## src/rtl/mtpc_pkg.sv

```systemverilog
// Shared types, codes and widths for the MAC transmit pause controller.
// No dependencies; every other file uses it by scoped names.
package mtpc_pkg;

   localparam int COUNT_W     = 26;
   localparam int QUEUE_DEPTH = 2;

   typedef enum logic [1:0] {
      CMD_TICK  = 2'd0,
      CMD_FRAME = 2'd1,
      CMD_DONE  = 2'd2,
      CMD_PAUSE = 2'd3
   } cmd_type;

   typedef enum logic [1:0] {
      STATUS_OK        = 2'd0,
      STATUS_LINK_DOWN = 2'd1,
      STATUS_OVERSIZE  = 2'd2,
      STATUS_ILLEGAL   = 2'd3
   } status_type;

   typedef enum logic [1:0] {
      TX_STATE_IDLE  = 2'd0,
      TX_STATE_TX    = 2'd1,
      TX_STATE_IFG   = 2'd2,
      TX_STATE_PAUSE = 2'd3
   } tx_state_type;

   typedef enum logic [2:0] {
      CSR_LINK_UP        = 3'd0,
      CSR_BITS_PER_TICK  = 3'd1,
      CSR_IFG_BITS       = 3'd2,
      CSR_PAUSE_QUANTUM  = 3'd3,
      CSR_MAX_FRAME      = 3'd4
   } csr_index_type;

   typedef enum logic [3:0] {
      MODE_IDLE  = 4'b0001,
      MODE_TX    = 4'b0010,
      MODE_IFG   = 4'b0100,
      MODE_PAUSE = 4'b1000
   } mode_type;

   typedef struct packed {
      logic [1:0]  cmd;
      logic [13:0] frame_bytes;
      logic [15:0] pause_quanta;
   } req_type;

   typedef struct packed {
      logic [1:0]  tx_state;
      logic        start_tx;
      logic [1:0]  status;
      logic [15:0] pending_quanta;
      logic        ready_res;
   } rsp_type;

   typedef struct packed {
      logic        link_up;
      logic [6:0]  bits_per_tick;
      logic [10:0] ifg_bits;
      logic [10:0] pause_quantum_bits;
      logic [13:0] max_frame_bytes;
   } cfg_type;

   typedef struct packed {
      cmd_type              cmd;
      logic                 oversize;
      logic                 link_down;
      logic                 quanta_zero;
      logic [15:0]          quanta;
      logic [COUNT_W-1:0]   pause_len;
   } item_type;

endpackage

```

## src/rtl/mac_tx_pause_controller.sv

```systemverilog
// Top level of the MAC transmit pause controller: configuration registers,
// front end, item queue and back end. Depends on mtpc_pkg and all rtl modules.
//
// Full-duplex MAC transmit controller with pause flow control. Each request
// (tick, frame request, transmit done, pause received) yields one response
// carrying the state after the event, a start flag, a status code and the
// deferred pause quanta. Requests are taken one per clock, sustained, while
// the response side keeps popping; a response reaches the response ports
// through the queue and then the back end's response register. The back end
// retires one queued item per clock into that register while it is free or popped.
// The queue between front and back end takes QUEUE_DEPTH further requests
// while the response side stalls. Configuration writes are always
// accepted and must be made while no request is in flight.
module mac_tx_pause_controller #(
   parameter int QUEUE_DEPTH = mtpc_pkg::QUEUE_DEPTH
) (
   input  logic              clock,
   input  logic              reset,
   input  logic              req_push,
   input  mtpc_pkg::req_type req_payload,
   output logic              req_full,
   output logic              rsp_empty,
   input  logic              rsp_pop,
   output mtpc_pkg::rsp_type rsp_payload,
   input  logic              csr_valid,
   output logic              csr_ready,
   input  logic [2:0]        csr_index,
   input  logic [13:0]       csr_data
);

   mtpc_pkg::cfg_type  cfg_ff, cfg_in;
   mtpc_pkg::item_type front_item;
   mtpc_pkg::item_type queue_item;
   logic               queue_empty;
   logic               queue_pop;

   assign csr_ready = 1'b1;

   always_comb begin
      cfg_in = cfg_ff;
      if (csr_valid) begin
         case (csr_index)
            mtpc_pkg::CSR_LINK_UP:       cfg_in.link_up            = csr_data[0];
            mtpc_pkg::CSR_BITS_PER_TICK: cfg_in.bits_per_tick      = csr_data[6:0];
            mtpc_pkg::CSR_IFG_BITS:      cfg_in.ifg_bits           = csr_data[10:0];
            mtpc_pkg::CSR_PAUSE_QUANTUM: cfg_in.pause_quantum_bits = csr_data[10:0];
            mtpc_pkg::CSR_MAX_FRAME:     cfg_in.max_frame_bytes    = csr_data[13:0];
            default: begin
            end
         endcase
      end
   end

   always_ff @(posedge clock) begin
      if (reset) begin
         cfg_ff.link_up            <= 1'b1;
         cfg_ff.bits_per_tick      <= 7'd8;
         cfg_ff.ifg_bits           <= 11'd96;
         cfg_ff.pause_quantum_bits <= 11'd512;
         cfg_ff.max_frame_bytes    <= 14'd1518;
      end else begin
         cfg_ff <= cfg_in;
      end
   end

   mtpc_front u_front (
      .req  (req_payload),
      .cfg  (cfg_ff),
      .item (front_item)
   );

   mtpc_queue #(
      .DEPTH (QUEUE_DEPTH)
   ) u_queue (
      .clock     (clock),
      .reset     (reset),
      .push      (req_push),
      .push_data (front_item),
      .full      (req_full),
      .pop       (queue_pop),
      .pop_data  (queue_item),
      .empty     (queue_empty)
   );

   mtpc_back u_back (
      .clock      (clock),
      .reset      (reset),
      .cfg        (cfg_ff),
      .item       (queue_item),
      .item_empty (queue_empty),
      .item_pop   (queue_pop),
      .rsp        (rsp_payload),
      .rsp_empty  (rsp_empty),
      .rsp_pop    (rsp_pop)
   );

`ifndef NO_ASSERTIONS
   a_ready_matches_state: assert property (@(posedge clock) disable iff (reset)
      !rsp_empty |-> (rsp_payload.ready_res ==
                      (rsp_payload.tx_state == mtpc_pkg::TX_STATE_IDLE)))
      else $error("ready_res disagrees with tx_state");

   a_start_is_clean: assert property (@(posedge clock) disable iff (reset)
      (!rsp_empty && rsp_payload.start_tx) |->
         (rsp_payload.status == mtpc_pkg::STATUS_OK &&
          rsp_payload.tx_state == mtpc_pkg::TX_STATE_TX))
      else $error("frame start with bad status or state");

   a_reset_empties: assert property (@(posedge clock)
      reset |=> (rsp_empty && !req_full))
      else $error("queues not empty after reset");

   a_retire_fills_output: assert property (@(posedge clock) disable iff (reset)
      queue_pop |=> !rsp_empty)
      else $error("retired item produced no response");
`endif

endmodule

```

## src/rtl/mtpc_front.sv

```systemverilog
// Front end: decodes an accepted request, checks it against the frame limits
// and works out the saturated pause length. Depends on mtpc_pkg.
module mtpc_front (
   input  mtpc_pkg::req_type  req,
   input  mtpc_pkg::cfg_type  cfg,
   output mtpc_pkg::item_type item
);

   logic [mtpc_pkg::COUNT_W:0] product;

   assign product = (mtpc_pkg::COUNT_W + 1)'(req.pause_quanta)
                  * (mtpc_pkg::COUNT_W + 1)'(cfg.pause_quantum_bits);

   always_comb begin
      item.cmd         = mtpc_pkg::cmd_type'(req.cmd);
      item.oversize    = req.frame_bytes > cfg.max_frame_bytes;
      item.link_down   = !cfg.link_up;
      item.quanta_zero = req.pause_quanta == 16'd0;
      item.quanta      = req.pause_quanta;
      item.pause_len   = product[mtpc_pkg::COUNT_W] ? '1
                                                    : product[mtpc_pkg::COUNT_W-1:0];
   end

endmodule

```

## src/rtl/mtpc_queue.sv

```systemverilog
// Small queue of classified items between front and back end.
// Depends on mtpc_pkg for the item type.
module mtpc_queue #(
   parameter int DEPTH = mtpc_pkg::QUEUE_DEPTH
) (
   input  logic               clock,
   input  logic               reset,
   input  logic               push,
   input  mtpc_pkg::item_type push_data,
   output logic               full,
   input  logic               pop,
   output mtpc_pkg::item_type pop_data,
   output logic               empty
);

   localparam int PTR_W = (DEPTH > 1) ? $clog2(DEPTH) : 1;
   localparam int CNT_W = $clog2(DEPTH + 1);

   mtpc_pkg::item_type mem [DEPTH];

   logic [PTR_W-1:0] wr_ptr_ff, wr_ptr_in;
   logic [PTR_W-1:0] rd_ptr_ff, rd_ptr_in;
   logic [CNT_W-1:0] count_ff,  count_in;
   logic             do_push, do_pop;

   assign full     = count_ff == CNT_W'(DEPTH);
   assign empty    = count_ff == '0;
   assign do_push  = push && !full;
   assign do_pop   = pop && !empty;
   assign pop_data = mem[rd_ptr_ff];

   always_comb begin
      wr_ptr_in = wr_ptr_ff;
      rd_ptr_in = rd_ptr_ff;
      count_in  = count_ff;
      if (do_push) begin
         wr_ptr_in = (wr_ptr_ff == PTR_W'(DEPTH - 1)) ? '0 : wr_ptr_ff + 1'b1;
      end
      if (do_pop) begin
         rd_ptr_in = (rd_ptr_ff == PTR_W'(DEPTH - 1)) ? '0 : rd_ptr_ff + 1'b1;
      end
      if (do_push && !do_pop) begin
         count_in = count_ff + 1'b1;
      end else if (do_pop && !do_push) begin
         count_in = count_ff - 1'b1;
      end
   end

   always_ff @(posedge clock) begin
      if (reset) begin
         wr_ptr_ff <= '0;
         rd_ptr_ff <= '0;
         count_ff  <= '0;
      end else begin
         wr_ptr_ff <= wr_ptr_in;
         rd_ptr_ff <= rd_ptr_in;
         count_ff  <= count_in;
      end
   end

   always_ff @(posedge clock) begin
      if (do_push) begin
         mem[wr_ptr_ff] <= push_data;
      end
   end

endmodule

```

## src/rtl/mtpc_back.sv

```systemverilog
// Back end: transmit state machine, bit countdown, deferred pause and the
// result register. Depends on mtpc_pkg.
module mtpc_back (
   input  logic               clock,
   input  logic               reset,
   input  mtpc_pkg::cfg_type  cfg,
   input  mtpc_pkg::item_type item,
   input  logic               item_empty,
   output logic               item_pop,
   output mtpc_pkg::rsp_type  rsp,
   output logic               rsp_empty,
   input  logic               rsp_pop
);

   localparam int CW = mtpc_pkg::COUNT_W;

   mtpc_pkg::mode_type   mode_ff, mode_in;
   logic [CW-1:0]        count_ff, count_in;
   logic [15:0]          deferred_ff, deferred_in;
   logic [CW:0]          deferred_prod;
   logic [CW-1:0]        deferred_len;
   logic                 out_valid_ff, out_valid_in;
   mtpc_pkg::rsp_type    out_ff, out_in;
   logic                 start;
   mtpc_pkg::status_type status;
   logic [CW-1:0]        step;
   logic [1:0]           state_code;

   assign item_pop  = !item_empty && (!out_valid_ff || rsp_pop);
   assign rsp_empty = !out_valid_ff;
   assign rsp       = out_ff;
   assign step      = CW'(cfg.bits_per_tick);

   // deferred pause length uses the quantum size in force at transmit end
   assign deferred_prod = (CW + 1)'(deferred_ff) * (CW + 1)'(cfg.pause_quantum_bits);
   assign deferred_len  = deferred_prod[CW] ? '1 : deferred_prod[CW-1:0];

   always_comb begin
      mode_in         = mode_ff;
      count_in        = count_ff;
      deferred_in     = deferred_ff;
      start           = 1'b0;
      status          = mtpc_pkg::STATUS_OK;
      unique case (item.cmd)
         mtpc_pkg::CMD_TICK: begin
            if (mode_ff == mtpc_pkg::MODE_IFG || mode_ff == mtpc_pkg::MODE_PAUSE) begin
               if (count_ff <= step) begin
                  count_in = '0;
                  mode_in  = mtpc_pkg::MODE_IDLE;
               end else begin
                  count_in = count_ff - step;
               end
            end
         end
         mtpc_pkg::CMD_FRAME: begin
            priority if (item.oversize) begin
               status = mtpc_pkg::STATUS_OVERSIZE;
            end else if (item.link_down) begin
               status = mtpc_pkg::STATUS_LINK_DOWN;
            end else if (mode_ff != mtpc_pkg::MODE_IDLE) begin
               status = mtpc_pkg::STATUS_ILLEGAL;
            end else begin
               mode_in = mtpc_pkg::MODE_TX;
               start   = 1'b1;
            end
         end
         mtpc_pkg::CMD_DONE: begin
            priority if (mode_ff != mtpc_pkg::MODE_TX) begin
               status = mtpc_pkg::STATUS_ILLEGAL;
            end else if (deferred_ff != 16'd0) begin
               count_in        = deferred_len;
               mode_in         = mtpc_pkg::MODE_PAUSE;
               deferred_in     = 16'd0;
            end else begin
               count_in = CW'(cfg.ifg_bits);
               mode_in  = mtpc_pkg::MODE_IFG;
            end
         end
         mtpc_pkg::CMD_PAUSE: begin
            priority if (mode_ff == mtpc_pkg::MODE_IDLE) begin
               if (!item.quanta_zero) begin
                  count_in = item.pause_len;
                  mode_in  = mtpc_pkg::MODE_PAUSE;
               end
            end else if (mode_ff == mtpc_pkg::MODE_PAUSE) begin
               if (item.quanta_zero) begin
                  count_in = '0;
                  mode_in  = mtpc_pkg::MODE_IDLE;
               end else begin
                  count_in = item.pause_len;
               end
            end else begin
               deferred_in     = item.quanta;
            end
         end
         default: begin
         end
      endcase
   end

   always_comb begin
      unique case (mode_in)
         mtpc_pkg::MODE_IDLE:  state_code = mtpc_pkg::TX_STATE_IDLE;
         mtpc_pkg::MODE_TX:    state_code = mtpc_pkg::TX_STATE_TX;
         mtpc_pkg::MODE_IFG:   state_code = mtpc_pkg::TX_STATE_IFG;
         mtpc_pkg::MODE_PAUSE: state_code = mtpc_pkg::TX_STATE_PAUSE;
         default:              state_code = mtpc_pkg::TX_STATE_IDLE;
      endcase
      out_in.tx_state       = state_code;
      out_in.start_tx       = start;
      out_in.status         = status;
      out_in.pending_quanta = deferred_in;
      out_in.ready_res      = mode_in == mtpc_pkg::MODE_IDLE;
   end

   always_comb begin
      out_valid_in = out_valid_ff;
      if (item_pop) begin
         out_valid_in = 1'b1;
      end else if (rsp_pop) begin
         out_valid_in = 1'b0;
      end
   end

   always_ff @(posedge clock) begin
      if (reset) begin
         mode_ff         <= mtpc_pkg::MODE_IDLE;
         count_ff        <= '0;
         deferred_ff     <= 16'd0;
         out_valid_ff    <= 1'b0;
      end else begin
         out_valid_ff <= out_valid_in;
         if (item_pop) begin
            mode_ff         <= mode_in;
            count_ff        <= count_in;
            deferred_ff     <= deferred_in;
         end
      end
   end

   always_ff @(posedge clock) begin
      if (item_pop) begin
         out_ff <= out_in;
      end
   end

endmodule
```

## config.mk

```make
export PLATFORM = sky130hd
export DESIGN_NAME = mac_tx_pause_controller
export DESIGN_NICKNAME = d
export VERILOG_FILES = /design/src/rtl/mtpc_pkg.sv /design/src/rtl/mac_tx_pause_controller.sv /design/src/rtl/mtpc_front.sv /design/src/rtl/mtpc_queue.sv /design/src/rtl/mtpc_back.sv
export SDC_FILE = /design/constraint.sdc
export NUM_CORES = 1
export LEC_CHECK = 0
export BUFFER_PORTS_ARGS = -buffer_cell sky130_fd_sc_hd__clkbuf_2
export CAP_MARGIN = 20
export CORE_MARGIN = 8
export CORE_UTILIZATION = 30
export DETAILED_ROUTE_END_ITERATION = 8
export PLACE_DENSITY = 0.51
export SYNTH_ARGS = -nofsm -noshare
export SYNTH_HDL_FRONTEND = slang
export SYNTH_SLANG_ARGS = --single-unit
```

## constraint.sdc

```tcl
create_clock -name clock -period 14.9 [get_ports clock]
set_clock_uncertainty 0.2 [all_clocks]
set_input_delay 2.98 -clock clock [delete_from_list [all_inputs] [get_ports clock]]
set_output_delay 2.98 -clock clock [all_outputs]
set_load 0.02 [all_outputs]
```

* Word-level counts from Yosys, hierarchy flattened *
Memories as Yosys holds them, arrays and structs flattened. A register that Yosys moved wholly into a read port is not among the register bits.
Cells that the tools add are included.
Widths: inputs -> output; s select.

word-level totals
  flip-flop bits (word level) = 117
  bits in writable memories = 94
  bits of input ports = 54
  output and inout bits = 25
  logic and storage cells = 122
  memories kept = 1

memory list
  name         depth  width  rd ports  clocked after Yosys merged registers in  write ports  line              RTL
  u_queue.mem  2      47     1         1                                        1            mtpc_queue.sv:19  mtpc_pkg::item_type mem [DEPTH];

operators by class
  add/sub/neg operators = 5
  multiply operators = 2
  $lt $le $gt $ge = 2
  equal/unequal tests = 21
  multiplexer cells = 45
  bitwise gates (word level) = 1
  reduce and logical (&&, ||, !) cells = 28

operators with widths
  cell                number
  $mux 26             10
  $pmux 26 s3         1
  $mux 16             4
  $mul 16x11->27      2
  $mux 4              11
  $pmux 16 s2         1
  $le 26x7->1         1
  $sub 26x7->26       1
  $logic_not 16->1    1
  $pmux 4 s4          1
  $reduce_bool 16->1  1
  $gt 14x14->1        1
  $mux 2              6
  $reduce_and 2->1    5
  $mux 1              9
  $eq 4x1->1 const B  2
  $eq 4x3->1 const B  2
  $eq 4x4->1 const B  2
  $eq 2x2->1 const B  3
  $eq 3x2->1 const B  2
  $logic_not 1->1     6
  $pmux 2 s3          1
  $reduce_and 6->1    1
  $logic_and 1x1->1   5
  21 further kinds    25

* Longest topological paths before layout *
  depth in word-level cells = 7
  mapped depth = 22
  mapped depth without buffers = 20

* Hierarchy *
From an unflattened synthesis, not the netlist that was laid out.

second synthesis, totals
  cell total of the unflattened synthesis = 2311
  area total of the unflattened synthesis = 21876.0 µm²

modules (own cells, without submodules)
  module                   instances  cells each  area an instance (µm²)
  mtpc_back                1          1178        9969.6
  mtpc_front               1          784         6428.7
  mtpc_queue               1          171         3613.5
  mac_tx_pause_controller  1          178         1864.3

* Worst setup path after synthesis *
Ideal clock, no wire load.

  path kind = input to register
  start point = in req_payload[7] (netlist name)
  end point = mem u_queue.mem[0][24] (netlist name) (data pin)
  arrival = 8.163 ns
  required time = 14.414 ns
  slack = 6.251 ns
  stages on the path = 21
  cell sequence = clkbuf_1 > nand2_1 > fa_1 > inv_1 > fa_1 > inv_1 > fa_1 > inv_1 > fa_1 > inv_1 > fa_1 > inv_1 > ha_1 > or3_1 > o21ai_0 > o211ai_1 > a21o_1 > a211oi_1 > xnor2_1 > clkbuf_1 > nand4_1

RTL lines
  element          line                           RTL
  start, declared  mac_tx_pause_controller.sv:20  input mtpc_pkg::req_type req_payload,
  end, declared    mtpc_queue.sv:19

==> Implementation_results.wiki <==
{| class="wikitable"
! Metric !! Value
|-
| Post-CTS setup repair buffer count || 0
|-
| # hold bufs at CTS || 0
|-
| Master of the slowest instance on the critical path || sky130_fd_sc_hd__fa_1
|-
| Synthesized netlist cell count || 2254
|-
| Number of clock buffers inserted by TritonCTS || 25
|-
| Termination of the worst setup path || u_queue.mem[1][25]
|-
| Initial cell density of the core || 0.3017
|-
| Antenna diodes || 0
|-
| Data arrival, critical path || 8.66 ns
|-
| Post-route design area || 23140 um2
|-
| Boundary pin count || 79
|-
| Rel. slew slack || 0.3363
|-
| Die footprint || 78780 um2
|-
| Largest family of logic cells by synthesized area || adder cells
|-
| Final count of pins violating max slew || 0
|-
| Complex-gate fraction of the synthesized area || 0.1073
|-
| Number of cells traversed by the worst register-to-register path || 21
|-
| CTS tree || built
|-
| Crit Reg-Reg Endpoint || u_queue.mem[1][25]
|-
| Cell row count || 97
|-
| Adder and majority cell fraction of the synthesized area || 0.3326
|-
| Path type of the worst setup path || in2reg
|-
| Maximum cell stage delay along the critical path || 0.53 ns
|-
| Area share of the largest cell type after synthesis || 0.2391
|-
| Power density cells || 130.1 nW/um2
|-
| Ratio of final minimum period to clock period || 0.5751
|-
| Xor and xnor fraction of the mapped netlist area || 0.02745
|-
| # setup viols final || 0
|-
| Leading area contributor after synthesis || sky130_fd_sc_hd__fa_1
|-
| Result of the run || complete, no violations
|-
| Instance area after placement || 22300 um2
|-
| Library cell with the highest instance count after synthesis || sky130_fd_sc_hd__nand2_1
|-
| Setup slack of the most critical reg-to-reg path || 7.87 ns
|-
| Clock tree buffer depth || 3
|-
| Share of flip-flops with an asynchronous set or reset after synthesis || 0
|-
| Clock latency on the worst-skew pair || 0.54 ns
|-
| Post-CTS clock slew at the launch and capture registers of the worst setup and hold paths || 0.06 ns
|-
| DR pass1 iterations || 5
|-
| Leak pwr || 10.34 nW
|-
| Total number of vias || 15675
|-
| Post-detailed-route count of antenna-violating nets || 0
|-
| Avg Vias per Cell || 4.873
|-
| Required time worst endpoint || 14.99 ns
|-
| CTS Sinks || 212
|-
| Mean area per synthesized cell || 9.323 um2
|-
| Number of enable flip-flop cells after synthesis || 116
|-
| H-tree lvl count || 1
|-
| Dominant synthesized flop cell || sky130_fd_sc_hd__edfxtp_1
|-
| Die boundary height || 280.7 um
|-
| Detailed Route Iter0 Violations || 745
|-
| Launch point of the worst path || req_payload[6]
|-
| Sum of negative setup slack || 0 ns
|-
| Worst-path maximum fanout || 26
|-
| Post-cts gate resize count || 0
|-
| Root buffer cell || sky130_fd_sc_hd__clkbuf_16
|-
| Average wire per standard cell || 17.68 um
|-
| DRC violation count after routing || 0
|-
| Leading cell types by count after synthesis || 347 x sky130_fd_sc_hd__nand2_1, 312 x sky130_fd_sc_hd__inv_1, 251 x sky130_fd_sc_hd__fa_1, 157 x sky130_fd_sc_hd__ha_1, 151 x sky130_fd_sc_hd__and2_1
|-
| Sequence of cells on the critical path || clkbuf_2, nand2_1, fa_1, inv_1, fa_1, inv_1, fa_1, inv_1, fa_1, inv_1, fa_1, inv_1, ha_1, or3_1, o21ai_0, o211ai_1, a21o_1, a211oi_1, xnor2_2, buf_4, a21bo_2
|-
| Number of max-capacitance violations reported || 0
|-
| Core box area || 69660 um2
|-
| Vias in the first global route || 16579
|-
| Biggest area contributors in the synthesized netlist || sky130_fd_sc_hd__fa_1 24%, sky130_fd_sc_hd__edfxtp_1 17%, sky130_fd_sc_hd__ha_1 9.3%
|-
| Count of fill cells added during filler insertion || 7235
|-
| Count of warnings emitted by yosys || 0
|-
| Overall Power || 3.011 mW
|-
| Routability Congestion || 0.8366
|-
| Actual transition at the worst max-transition pin || 0.9942 ns
|-
| Type of element launching the critical path || input pin
|-
| Number of library cell types mapped by synthesis || 81
|-
| Minimum clock period after layout || 8.569 ns
|-
| Worst vdd ir || 0.1022 mV
|-
| Summed instance area of the synthesized netlist || 21020 um2
|-
| Share of final-layout standard cells stronger than drive strength 1 || 0.07598
|-
| Total wire length after detailed routing || 56860 um
|-
| Post-detail-place hpwl || 43320 um
|-
| Pin count of the biggest net entering global routing || 51
|-
| Sequential share of the synthesized area || 0.2572
|-
| Horizontal extent of the die || 280.7 um
|-
| Number of flip-flops and latches in the synthesized netlist || 212
|-
| First-pass GRT wire length || 92090 um
|-
| Simple-gate share of the synthesized area || 0.1680
|-
| GRT Resource Usage Total || 0.1454
|-
| R2R Path Start || cfg_ff[17]
|-
| Total of buffers placed on input and output ports || 77
|-
| Sum of overflow across all layers after global routing || 0
|-
| Area growth from synthesis to layout || 10.09%
|-
| Endpoint kind of the worst setup timing path || flop
|-
| Antenna violations before repair || 2
|-
| Footprint of the multi-input gates || 13970 um2
|-
| Proportion of synthesized area in mux cells || 0.02828
|-
| Sequential cell area || 5408 um2
|-
| Net count of the mapped netlist || 2716
|-
| Path type of the worst min-delay path || reg2reg
|-
| Net count, final || 2721
|-
| Fmax || 116.7 MHz
|-
| RSZ-0062 raised after global routing || false
|-
| Final Hold Violating Endpoints || 0
|}
[report_power, final]
| part | leakage [nW] | switching [mW] | internal [mW] |
|---|---|---|---|
| combinational | 8.05 | 0.938 | 0.523 |
| sequential | 1.89 | 0.133 | 0.781 |
| clock | 0.412 | 0.257 | 0.378 |
| total | 10.3 | 1.33 | 1.68 |
[critical path: cells and delay by family]
kind,cells,cell delay [ns]
adders and majority gates,6,2.66
buffers and inverters,7,0.85
AOI/OAI and AO/OA,5,1.47
xor gates and xnor gates,1,0.15
and+or+nand+nor,2,0.51
[area by class of cell]
type,instances,area share
Clock inverter,14,0.006976
Sequential cell,212,0.2337
Timing Repair Buffer,100,0.02412
Tap cell,940,0.05084
Inverter,314,0.05094
Clock buffer,31,0.02937
Multi-Input combinational cell,1606,0.6040
[placed cells by master, fill, tap and decap left out, types with 5 or more instances in the layout]
| cell type | instances |
|---|---|
| sky130_fd_sc_hd__nand2_1 | 347 |
| sky130_fd_sc_hd__clkbuf_2 | 77 |
| sky130_fd_sc_hd__o41ai_1 | 5 |
| sky130_fd_sc_hd__o21a_1 | 5 |
| sky130_fd_sc_hd__a22oi_1 | 12 |
| sky130_fd_sc_hd__buf_4 | 23 |
| sky130_fd_sc_hd__nand3_1 | 18 |
| sky130_fd_sc_hd__mux2i_1 | 56 |
| sky130_fd_sc_hd__a21oi_1 | 88 |
| sky130_fd_sc_hd__o221ai_1 | 13 |
| sky130_fd_sc_hd__nor2_1 | 85 |
| sky130_fd_sc_hd__nor2b_1 | 13 |
| sky130_fd_sc_hd__a31oi_1 | 10 |
| sky130_fd_sc_hd__a211oi_1 | 11 |
| sky130_fd_sc_hd__o21ai_0 | 63 |
| sky130_fd_sc_hd__nor4_1 | 19 |
| sky130_fd_sc_hd__nand3b_1 | 5 |
| sky130_fd_sc_hd__nand4_1 | 13 |
| sky130_fd_sc_hd__fa_1 | 251 |
| sky130_fd_sc_hd__xnor2_1 | 32 |
| sky130_fd_sc_hd__or3_1 | 6 |
| sky130_fd_sc_hd__dfxtp_1 | 94 |
| sky130_fd_sc_hd__o211ai_1 | 20 |
| sky130_fd_sc_hd__xor2_1 | 31 |
| sky130_fd_sc_hd__o22ai_1 | 13 |
| sky130_fd_sc_hd__a21o_1 | 37 |
| sky130_fd_sc_hd__ha_1 | 157 |
| sky130_fd_sc_hd__and3_1 | 6 |
| sky130_fd_sc_hd__clkbuf_16 | 26 |
| sky130_fd_sc_hd__nor3_1 | 20 |
| sky130_fd_sc_hd__edfxtp_1 | 116 |
| sky130_fd_sc_hd__o211a_1 | 11 |
| sky130_fd_sc_hd__inv_1 | 312 |
| sky130_fd_sc_hd__and2_1 | 151 |
| sky130_fd_sc_hd__nand2b_1 | 26 |
[layer usage]
metal	GRT usage	wire length, um	part of all wire
met3	0.01287	2095	0.037
met5	0	0	0
met2	0.2573	28030	0.49
met1	0.1911	25640	0.45
met4	0.03321	1101	0.019
[worst min-delay path by stage]
stage | from | endpoint | slack, ns | cells after the start
after detailed placement | cfg_ff[9] | cfg_ff[9] | 0.25 | 2
after CTS | cfg_ff[9] | cfg_ff[9] | 0.26 | 2
after global routing | cfg_ff[9] | cfg_ff[9] | 0.27 | 2
after global placement | cfg_ff[27] | cfg_ff[27] | 0.24 | 2
after floorplan | cfg_ff[27] | cfg_ff[27] | 0.23 | 2
final | cfg_ff[4] | cfg_ff[4] | 0.26 | 2
[flip-flops by register name (all words and copies together), names as in the netlist, named ones only]
name and cells:
u_back.count_ff 26, u_queue.rd_ptr_ff 1, u_back.out_valid_ff 1, u_queue.count_ff 2
u_queue.mem 94, u_back.rsp 22, u_queue.wr_ptr_ff 1, u_back.mode_ff 4
cfg_ff 44, u_back.deferred_ff 16
[metrics by stage]
step                        util  std cells  setup slack, ns  hold WS [ns]
after CTS                 0.3321       3217            6.289        0.2581
after floorplan                -       2254            6.251        0.2312
after global routing      0.3321       3217            5.908        0.2749
after detailed placement  0.3200       3172            5.732        0.2493
after global placement    0.3200       3172            5.702        0.2444
final                     0.3321       3217            6.331        0.2570
[logic make-up after synthesis]
kind of cell / after synthesis
compound gates: 338
buf+inv: 436
fa+ha+maj: 408
simple gates: 735
mux: 59
other cells: 1
flops: 212
xor+xnor: 65
No activity file was read; power rests on OpenSTA's default activity.
